$ cat src/rtl/blgm_pkg.sv
// Shared types for the line grid marker: coordinates, error term, walk state
// and sequencer states. No dependencies.
`default_nettype none

package blgm_pkg;

	localparam int COORD_W = 6;
	localparam int ERR_W   = 8;

	typedef logic [COORD_W-1:0]      coord_t;
	typedef logic signed [ERR_W-1:0] err_t;

	// Position and Bresenham terms of the line being walked
	typedef struct packed {
		coord_t x;
		coord_t y;
		err_t   err;
		coord_t dx;
		coord_t dy;
		logic   x_dec;
		logic   y_dec;
	} walk_t;

	typedef enum logic [1:0] {
		ST_CLEAR,
		ST_IDLE,
		ST_READ,
		ST_MARK
	} state_t;

endpackage

`default_nettype wire

$ cat src/rtl/blgm_line_if.sv
// Request channel carrying a pair of line endpoints.
// Depends on blgm_pkg.
`default_nettype none

interface blgm_line_if import blgm_pkg::*; ();
	logic   valid;
	logic   ready;
	coord_t start_x;
	coord_t start_y;
	coord_t end_x;
	coord_t end_y;

	modport source (output valid, output start_x, output start_y, output end_x,
		output end_y, input ready);
	modport sink (input valid, input start_x, input start_y, input end_x,
		input end_y, output ready);
endinterface

`default_nettype wire

$ cat src/rtl/blgm_point_if.sv
// Result channel carrying one line point and its grid flags.
// Depends on blgm_pkg.
`default_nettype none

interface blgm_point_if import blgm_pkg::*; ();
	logic   valid;
	logic   ready;
	coord_t point_x;
	coord_t point_y;
	logic   in_grid;
	logic   newly_marked;
	logic   last_point;

	modport source (output valid, output point_x, output point_y, output in_grid,
		output newly_marked, output last_point, input ready);
	modport sink (input valid, input point_x, input point_y, input in_grid,
		input newly_marked, input last_point, output ready);
endinterface

`default_nettype wire

$ cat src/rtl/blgm_ram.sv
// Generic single-write, single-read RAM with registered read data.
// No dependencies.
`default_nettype none

module blgm_ram #(
	parameter int WIDTH = 64,
	parameter int DEPTH = 48,
	localparam int AW = (DEPTH > 1) ? $clog2(DEPTH) : 1
) (
	input  logic             clk,
	input  logic             we,
	input  logic [AW-1:0]    waddr,
	input  logic [WIDTH-1:0] wdata,
	input  logic [AW-1:0]    raddr,
	output logic [WIDTH-1:0] rdata
);

	logic [WIDTH-1:0] mem [DEPTH];

	always_ff @(posedge clk) begin
		if (we) begin
			mem[waddr] <= wdata;
		end
		rdata <= mem[raddr];
	end

endmodule

`default_nettype wire

$ cat src/rtl/blgm_step.sv
// Bresenham step unit: advances the walk by one point and flags the end point.
// Depends on blgm_pkg.
`default_nettype none

module blgm_step import blgm_pkg::*; (
	input  walk_t  cur,
	input  coord_t end_x,
	input  coord_t end_y,
	output walk_t  nxt,
	output logic   done
);

	logic signed [ERR_W:0] e2;
	logic signed [ERR_W:0] dx_s;
	logic signed [ERR_W:0] dy_s;
	logic signed [ERR_W:0] err_n;
	logic                  step_x;
	logic                  step_y;

	always_comb begin
		e2     = {cur.err, 1'b0};
		dx_s   = $signed({3'b000, cur.dx});
		dy_s   = $signed({3'b000, cur.dy});
		step_x = e2 > -dy_s;
		step_y = e2 < dx_s;
		err_n  = $signed({cur.err[ERR_W-1], cur.err})
			- (step_x ? dy_s : '0) + (step_y ? dx_s : '0);

		nxt     = cur;
		nxt.err = err_n[ERR_W-1:0];
		if (step_x) begin
			nxt.x = cur.x_dec ? cur.x - 1'b1 : cur.x + 1'b1;
		end
		if (step_y) begin
			nxt.y = cur.y_dec ? cur.y - 1'b1 : cur.y + 1'b1;
		end
		done = (cur.x == end_x) && (cur.y == end_y);
	end

endmodule

`default_nettype wire

$ cat src/rtl/bresenham_line_grid_marker.sv
// Top level of the line grid marker: sequencer, walk registers, result register.
// Depends on blgm_pkg, blgm_line_if, blgm_point_if, blgm_ram, blgm_step.
//
//   channel  dir  payload                                        handshake
//   line     in   start_x, start_y, end_x, end_y                 valid/ready
//   point    out  point_x, point_y, in_grid, newly_marked,       valid/ready
//                 last_point
//
// Each point passes through a read state, which reads the map row, and a mark
// state, which marks it and steps. A request is accepted in the idle state before
// its walk begins; the map row is read before it is modified and written back.
// After reset a clearing pass writes every map row with line.ready low. A stalled
// point channel holds the walk in the mark state; the result register lets the
// next request be taken while the last point waits.
`default_nettype none

module bresenham_line_grid_marker import blgm_pkg::*; #(
	parameter int GRID_COLS = 64,
	parameter int GRID_ROWS = 48
) (
	input  logic         clk,
	input  logic         arst_n,
	blgm_line_if.sink    line,
	blgm_point_if.source point
);

	localparam int AW = (GRID_ROWS > 1) ? $clog2(GRID_ROWS) : 1;
	localparam int CW = (GRID_COLS > 1) ? $clog2(GRID_COLS) : 1;
	localparam logic [COORD_W:0] COLS_L = (COORD_W+1)'(GRID_COLS);
	localparam logic [COORD_W:0] ROWS_L = (COORD_W+1)'(GRID_ROWS);

	state_t state_q, state_d;

	walk_t  walk_q;
	coord_t end_x_q;
	coord_t end_y_q;
	logic [AW-1:0] clr_cnt_q;

	logic   out_valid_q;
	coord_t out_x_q;
	coord_t out_y_q;
	logic   out_in_grid_q;
	logic   out_marked_q;
	logic   out_last_q;

	walk_t  walk_nxt;
	walk_t  walk_init;
	logic   walk_done;

	logic                 ram_we;
	logic [AW-1:0]        ram_waddr;
	logic [GRID_COLS-1:0] ram_wdata;
	logic [GRID_COLS-1:0] ram_rdata;
	logic [AW-1:0]        row_idx;
	logic [CW-1:0]        col_idx;

	logic on_grid;
	logic marked;
	logic emit;

	blgm_step u_step (
		.cur   (walk_q),
		.end_x (end_x_q),
		.end_y (end_y_q),
		.nxt   (walk_nxt),
		.done  (walk_done)
	);

	blgm_ram #(
		.WIDTH (GRID_COLS),
		.DEPTH (GRID_ROWS)
	) u_map (
		.clk   (clk),
		.we    (ram_we),
		.waddr (ram_waddr),
		.wdata (ram_wdata),
		.raddr (row_idx),
		.rdata (ram_rdata)
	);

	// Set up spans, directions and error term from the request endpoints
	always_comb begin
		walk_init.x     = line.start_x;
		walk_init.y     = line.start_y;
		walk_init.dx    = (line.end_x >= line.start_x) ? line.end_x - line.start_x
			: line.start_x - line.end_x;
		walk_init.dy    = (line.end_y >= line.start_y) ? line.end_y - line.start_y
			: line.start_y - line.end_y;
		walk_init.x_dec = !(line.start_x < line.end_x);
		walk_init.y_dec = !(line.start_y < line.end_y);
		walk_init.err   = $signed({2'b00, walk_init.dx}) - $signed({2'b00, walk_init.dy});
	end

	assign row_idx = walk_q.y[AW-1:0];
	assign col_idx = walk_q.x[CW-1:0];
	assign on_grid = ({1'b0, walk_q.x} < COLS_L) && ({1'b0, walk_q.y} < ROWS_L);
	// The row read in the previous cycle already holds every earlier write
	assign marked  = on_grid && !ram_rdata[col_idx];

	// Sequencer: next state, RAM write and handshake controls
	always_comb begin
		state_d    = state_q;
		ram_we     = 1'b0;
		ram_waddr  = row_idx;
		ram_wdata  = ram_rdata | (GRID_COLS'(1) << col_idx);
		line.ready = 1'b0;
		emit       = 1'b0;
		unique case (state_q)
			ST_CLEAR: begin
				ram_we    = 1'b1;
				ram_waddr = clr_cnt_q;
				ram_wdata = '0;
				if (clr_cnt_q == AW'(GRID_ROWS - 1)) begin
					state_d = ST_IDLE;
				end
			end
			ST_IDLE: begin
				line.ready = 1'b1;
				if (line.valid) begin
					state_d = ST_READ;
				end
			end
			ST_READ: begin
				state_d = ST_MARK;
			end
			ST_MARK: begin
				// Hold until the result register is free
				if (!out_valid_q || point.ready) begin
					emit    = 1'b1;
					ram_we  = marked;
					state_d = walk_done ? ST_IDLE : ST_READ;
				end
			end
			default: begin
				state_d = ST_IDLE;
			end
		endcase
	end

	always_ff @(posedge clk or negedge arst_n) begin
		if (!arst_n) begin
			state_q     <= ST_CLEAR;
			clr_cnt_q   <= '0;
			out_valid_q <= 1'b0;
		end else begin
			state_q <= state_d;
			if (state_q == ST_CLEAR) begin
				clr_cnt_q <= clr_cnt_q + 1'b1;
			end
			if (emit) begin
				out_valid_q <= 1'b1;
			end else if (point.ready) begin
				out_valid_q <= 1'b0;
			end
		end
	end

	// Walk and result payload
	always_ff @(posedge clk) begin
		if (state_q == ST_IDLE && line.valid) begin
			walk_q  <= walk_init;
			end_x_q <= line.end_x;
			end_y_q <= line.end_y;
		end else if (emit) begin
			walk_q <= walk_nxt;
		end
		if (emit) begin
			out_x_q       <= walk_q.x;
			out_y_q       <= walk_q.y;
			out_in_grid_q <= on_grid;
			out_marked_q  <= marked;
			out_last_q    <= walk_done;
		end
	end

	assign point.valid        = out_valid_q;
	assign point.point_x      = out_x_q;
	assign point.point_y      = out_y_q;
	assign point.in_grid      = out_in_grid_q;
	assign point.newly_marked = out_marked_q;
	assign point.last_point   = out_last_q;

endmodule

`default_nettype wire

$ cat src/flat_wrapper.sv
// flat-port wrapper written by rule: the top's interface ports become plain ports
module bresenham_line_grid_marker_flat import blgm_pkg::*;
#(
	parameter int GRID_COLS = 64,
	parameter int GRID_ROWS = 48
)
  (clk, arst_n, line_valid, line_start_x, line_start_y, line_end_x, line_end_y, line_ready, point_valid, point_point_x, point_point_y, point_in_grid, point_newly_marked, point_last_point, point_ready);
  blgm_line_if line_i ();
  blgm_point_if point_i ();
  input  logic clk;
  input  logic arst_n;
  input wire logic [$bits(line_i.valid)-1:0] line_valid;
  input wire logic [$bits(line_i.start_x)-1:0] line_start_x;
  input wire logic [$bits(line_i.start_y)-1:0] line_start_y;
  input wire logic [$bits(line_i.end_x)-1:0] line_end_x;
  input wire logic [$bits(line_i.end_y)-1:0] line_end_y;
  output wire logic [$bits(line_i.ready)-1:0] line_ready;
  output wire logic [$bits(point_i.valid)-1:0] point_valid;
  output wire logic [$bits(point_i.point_x)-1:0] point_point_x;
  output wire logic [$bits(point_i.point_y)-1:0] point_point_y;
  output wire logic [$bits(point_i.in_grid)-1:0] point_in_grid;
  output wire logic [$bits(point_i.newly_marked)-1:0] point_newly_marked;
  output wire logic [$bits(point_i.last_point)-1:0] point_last_point;
  input wire logic [$bits(point_i.ready)-1:0] point_ready;
  assign line_i.valid = line_valid;
  assign line_i.start_x = line_start_x;
  assign line_i.start_y = line_start_y;
  assign line_i.end_x = line_end_x;
  assign line_i.end_y = line_end_y;
  assign line_ready = line_i.ready;
  assign point_valid = point_i.valid;
  assign point_point_x = point_i.point_x;
  assign point_point_y = point_i.point_y;
  assign point_in_grid = point_i.in_grid;
  assign point_newly_marked = point_i.newly_marked;
  assign point_last_point = point_i.last_point;
  assign point_i.ready = point_ready;
  bresenham_line_grid_marker #(.GRID_COLS(GRID_COLS), .GRID_ROWS(GRID_ROWS)) u_core (.clk(clk), .arst_n(arst_n), .line(line_i), .point(point_i));
endmodule
$ cat config.mk
export PLATFORM = sky130hd
export DESIGN_NAME = bresenham_line_grid_marker_flat
export DESIGN_NICKNAME = d
export VERILOG_FILES = /design/src/rtl/blgm_pkg.sv /design/src/rtl/blgm_line_if.sv /design/src/rtl/blgm_point_if.sv /design/src/rtl/blgm_ram.sv /design/src/rtl/blgm_step.sv /design/src/rtl/bresenham_line_grid_marker.sv /design/src/flat_wrapper.sv
export SDC_FILE = /design/constraint.sdc
export NUM_CORES = 2
export LEC_CHECK = 0
export BUFFER_PORTS_ARGS = -buffer_cell sky130_fd_sc_hd__buf_2
export CORE_ASPECT_RATIO = 0.75
export CORE_MARGIN = 5
export CORE_UTILIZATION = 35
export DETAILED_ROUTE_END_ITERATION = 8
export PLACE_DENSITY = 0.55
export SYNTH_ARGS = -nofsm -noshare
export SYNTH_HDL_FRONTEND = slang
export SYNTH_SLANG_ARGS = --single-unit
$ cat constraint.sdc
create_clock -name clk -period 7.64 [get_ports clk]
set_input_delay 1.528 -clock clk [delete_from_list [all_inputs] [get_ports clk]]
set_output_delay 1.528 -clock clk [all_outputs]
set_load 0.01 [all_outputs]
==> reports/qor.json <==
{
  "outcome": "finished clean",
  "synth.yosys.warnings": 0,
  "synth_top_flop_cell": "sky130_fd_sc_hd__edfxtp_1",
  "period_minus_slack_ns": 5.13,
  "post_cts_resized": 0,
  "fin_setup_tns_ns": 0,
  "htreeDepth": 5,
  "synth.distinct_cells": 56,
  "grt_max_degree": 119,
  "initial_core_utilization_pct": 35.2,
  "ctsRootBufferMaster": "sky130_fd_sc_hd__clkbuf_16",
  "dp_slack_ns": 1.88,
  "drt_first_iter_violations": 7359,
  "crit_arrival_ns": 5.64,
  "ff_latch_count_synth": 3206,
  "groute.usage.overall_pct": 18.1,
  "timing.clock.skew_ns": 0.0889,
  "drt_drc_violations_left": 0,
  "synth_area_per_cell_um2": 22.9,
  "timing.rr.start": "u_core.col_idx[0]",
  "slew_headroom_pct": 1.64,
  "tritoncts_num_sinks": 3206,
  "synth_top_area_cell": "sky130_fd_sc_hd__edfxtp_1",
  "global_route.usage.met3_pct": 3.78,
  "final_net_count": 5849,
  "vias": 59500,
  "critical_path_end_type": "register",
  "final-setup-viol-count": 0,
  "port_buffers": 44,
  "area.growth.synth_to_final_pct": 14.2,
  "seq_area_frac_synth_pct": 76.9,
  "netlist_area_before_placement_mm2": 0.124,
  "hold_viol_final": 0,
  "global_route.overflow_total": 0,
  "ant_nets": 0,
  "timing.critical_path.from_type": "register",
  "postCtsSetupBuffers": 0,
  "io-pin-count": 45,
  "vdd.ir_drop.worst_mv": 0.353,
  "tritoncts_buffer_count": 314,
  "rows": 189,
  "cts_tree": "done",
  "insertion_delay_ns": 0.92,
  "netlist_instances": 5435,
  "final.setup.worst_slack_ns": 2.51,
  "async_flop_share_pct": 0.281,
  "first_global_vias": 59100,
  "setup_repair_after_global_routing_missed_its_margin": "false",
  "worst-endpoint-required_ns": 8.15,
  "hold_path_depth": 0,
  "worstReg2RegEnd": "u_core.u_map.mem[4][20]",
  "grt_pass1_wl_um": 476000,
  "routabilityCongestion": 0.850,
  "power-per-cell-area_mw_per_mm2": 407,
  "global_route.peak_usage_layer": "met1",
  "met2_usage_pct": 25.9,
  "dr.pass1.iters": 8,
  "holdCritStartpoint": "u_core.col_idx[4]",
  "final_cells": 10700,
  "yosys.area.top_type_share_pct": 75.6,
  "static-leakage-power_nw": 44.6,
  "part_of_the_cycle_the_worst_path_needs_pct": 67.2,
  "synth-edff-count": 3133,
  "worst-path-max-fanout": 22,
  "place_inst": 10100,
  "mappedNetlistNets": 5542,
  "clkTransAtPathRegs_ns": 0.06,
  "routed_wl_um": 340000,
  "vias_per_cell": 5.57,
  "number_of_slew_limit_violations_in_the_final_report": 0,
  "design.die.area_mm2": 0.368,
  "measured_slew_at_the_worst_slew_check_pin_ns": 1.48,
  "reg2reg_slack_ns": 2.51,
  "grt_antenna_before_repair": 22,
  "die_height_um": 526,
  "floorplan.core_area_mm2": 0.354,
  "gr-usage-met1_pct": 28.1,
  "reg2reg_depth": 9,
  "timing.hold.worst.class": "reg -> reg",
  "worst-setup-path-type": "reg -> reg",
  "cts_hold_repair.buffers": 0,
  "drive_gt1_share_pct": 30.0,
  "maxClockFrequency_mhz": 195,
  "min_delay_worst_endpoint": "u_core.point.point_x[4]",
  "die-width_um": 698,
  "cts.path.max_buffers": 4,
  "max_cap_violations": 0,
  "detail_route.wl_per_cell_um": 31.9,
  "synth_area_leaders": "sky130_fd_sc_hd__edfxtp_1 76%, sky130_fd_sc_hd__mux4_2 17%, sky130_fd_sc_hd__dfxtp_1 1.0%",
  "hpwl_um": 195000
}
-- metal layers --
layer | vias up | share of wire [%]
li1 | 23600 | -
met1 | 32900 | 46
met2 | 2632 | 43
met3 | 420 | 8.8
met4 | 0 | 2.2
met5 | - | 0
-- power by group --
part           internal (mW)  leakage (nW)  switching, mW  total, mW
logic                   6.46          10.6           11.9       18.3
registers               23.5          29.1          0.589       24.0
clock network           8.80          4.92           6.68       15.5
-- worst max-delay path, stage by stage, from the launching register on --
cell and delay [ns]:
sky130_fd_sc_hd__edfxtp_1 0.68, sky130_fd_sc_hd__buf_4 0.35, sky130_fd_sc_hd__mux4_2 0.57, sky130_fd_sc_hd__a22o_1 0.23, sky130_fd_sc_hd__nor4_2 0.25, sky130_fd_sc_hd__nand4_1 0.20
sky130_fd_sc_hd__o221ai_2 0.20, sky130_fd_sc_hd__nand2_1 0.57, sky130_fd_sc_hd__nor2_4 1.19, sky130_fd_sc_hd__buf_4 0.48
-- synth_stat cells (3+ instances only) --
library cell               instances
sky130_fd_sc_hd__a211o_1           3
sky130_fd_sc_hd__a211oi_1          3
sky130_fd_sc_hd__a21o_1           20
sky130_fd_sc_hd__a21oi_1         112
sky130_fd_sc_hd__a22oi_1           6
sky130_fd_sc_hd__a311oi_1          8
sky130_fd_sc_hd__a31oi_1          12
sky130_fd_sc_hd__and2_1           11
sky130_fd_sc_hd__and3_1           14
sky130_fd_sc_hd__buf_1            33
sky130_fd_sc_hd__buf_2            91
sky130_fd_sc_hd__buf_4             3
sky130_fd_sc_hd__clkbuf_1        152
sky130_fd_sc_hd__dfrtp_1           9
sky130_fd_sc_hd__dfxtp_1          64
sky130_fd_sc_hd__edfxtp_1       3133
sky130_fd_sc_hd__fa_1             13
sky130_fd_sc_hd__ha_1             66
sky130_fd_sc_hd__inv_1            87
sky130_fd_sc_hd__mux2_2            3
sky130_fd_sc_hd__mux2i_1          81
sky130_fd_sc_hd__mux4_2          955
sky130_fd_sc_hd__nand2_1         164
sky130_fd_sc_hd__nand2b_1         11
sky130_fd_sc_hd__nand3_1          10
sky130_fd_sc_hd__nand4_1          14
sky130_fd_sc_hd__nand4b_1          3
sky130_fd_sc_hd__nor2_1          164
sky130_fd_sc_hd__nor2b_1           7
sky130_fd_sc_hd__nor3_1            6
sky130_fd_sc_hd__nor4_1            6
sky130_fd_sc_hd__o21ai_0          83
sky130_fd_sc_hd__o21ai_2           3
sky130_fd_sc_hd__o21bai_1          8
sky130_fd_sc_hd__o32ai_1           4
sky130_fd_sc_hd__xnor2_1          39
sky130_fd_sc_hd__xor2_1            9
-- state kept, by name (all words and copies together), names as in the netlist --
signal                     count
u_core.point.point_y           6
u_core.point.in_grid           1
u_core.point.newly_marked      1
u_core.end_x_q                 6
u_core.clr_cnt_q               6
u_core.u_map.mem            3072
u_core.col_idx                 6
u_core.end_y_q                 6
u_core.point.valid             1
u_core.point.point_x           6
u_core.state_q                 2
u_core.point.last_point        1
u_core.walk_q                 22
u_core.u_map.rdata            64
u_core.row_idx                 6
-- stage by stage --
| stage | utilization, % | cell area [um^2] | hold slack [ns] | power (mW) |
|---|---|---|---|---|
| detailed placement | 37.3 | 132000 | 0.515 | 42.9 |
| CTS | 40.2 | 142000 | 0.477 | 58.4 |
| global placement | 37.3 | 132000 | 0.512 | 42.6 |
| global route | 40.2 | 142000 | 0.511 | 60.1 |
| finish | 40.2 | 142000 | 0.535 | 57.9 |
| floorplan | - | 124000 | 0.421 | 35.2 |
-- area by class of cell --
class                   count  area, um^2
diodes                      4        10.0
well taps                4679        5850
repair buffers            271        2360
clock inverters           153        1600
inverters                  89         342
flip-flops and latches   3206       95600
fillers                 30800      212000
multi-input cells        1860       27800
clock buffers             409        8470
-- cell usage in the layout (no fill, tap or decap), types with 35 or more instances in the layout --
cell type and count:
sky130_fd_sc_hd__clkinv_1 41, sky130_fd_sc_hd__a21oi_1 112, sky130_fd_sc_hd__edfxtp_1 3133, sky130_fd_sc_hd__buf_2 44, sky130_fd_sc_hd__buf_12 35, sky130_fd_sc_hd__clkinv_2 57
sky130_fd_sc_hd__nor2_1 52, sky130_fd_sc_hd__nor2_4 55, sky130_fd_sc_hd__ha_1 65, sky130_fd_sc_hd__mux4_2 955, sky130_fd_sc_hd__clkbuf_1 75, sky130_fd_sc_hd__xnor2_1 39
sky130_fd_sc_hd__nor2_2 57, sky130_fd_sc_hd__o21ai_0 83, sky130_fd_sc_hd__dfxtp_1 64, sky130_fd_sc_hd__buf_4 192, sky130_fd_sc_hd__clkbuf_16 319, sky130_fd_sc_hd__nand2_1 164
sky130_fd_sc_hd__inv_1 87, sky130_fd_sc_hd__mux2i_1 81
-- kinds of logic (layout without fill, tap and decap cells) --
family | Yosys count | after routing | synth area share (%)
other cells | 0 | 4 | 0
buf+inv | 369 | 922 | 1.22
compound gates | 274 | 274 | 1.28
xor+xnor | 48 | 48 | 0.338
flops | 3206 | 3206 | 76.9
mux | 1039 | 1039 | 18.0
simple gates | 420 | 420 | 1.46
fa+ha+maj | 79 | 79 | 0.873
-- how the worst max path moves through the flow --
stage	from	to	slack (ns)	cells after the start
global route	u_core.walk_q[2]	u_core.walk_q[21]	2.26	21
global placement	point_ready	u_core.u_map.mem[4][57]	1.95	9
finish	u_core.col_idx[0]	u_core.u_map.mem[4][20]	2.51	9
CTS	u_core.walk_q[2]	u_core.walk_q[21]	2.55	21
floorplan	point_ready	u_core.u_map.mem[33][0]	1.98	7
detailed placement	point_ready	u_core.u_map.mem[4][6]	1.88	9
Note: power is estimated with default switching activity, not from simulation.
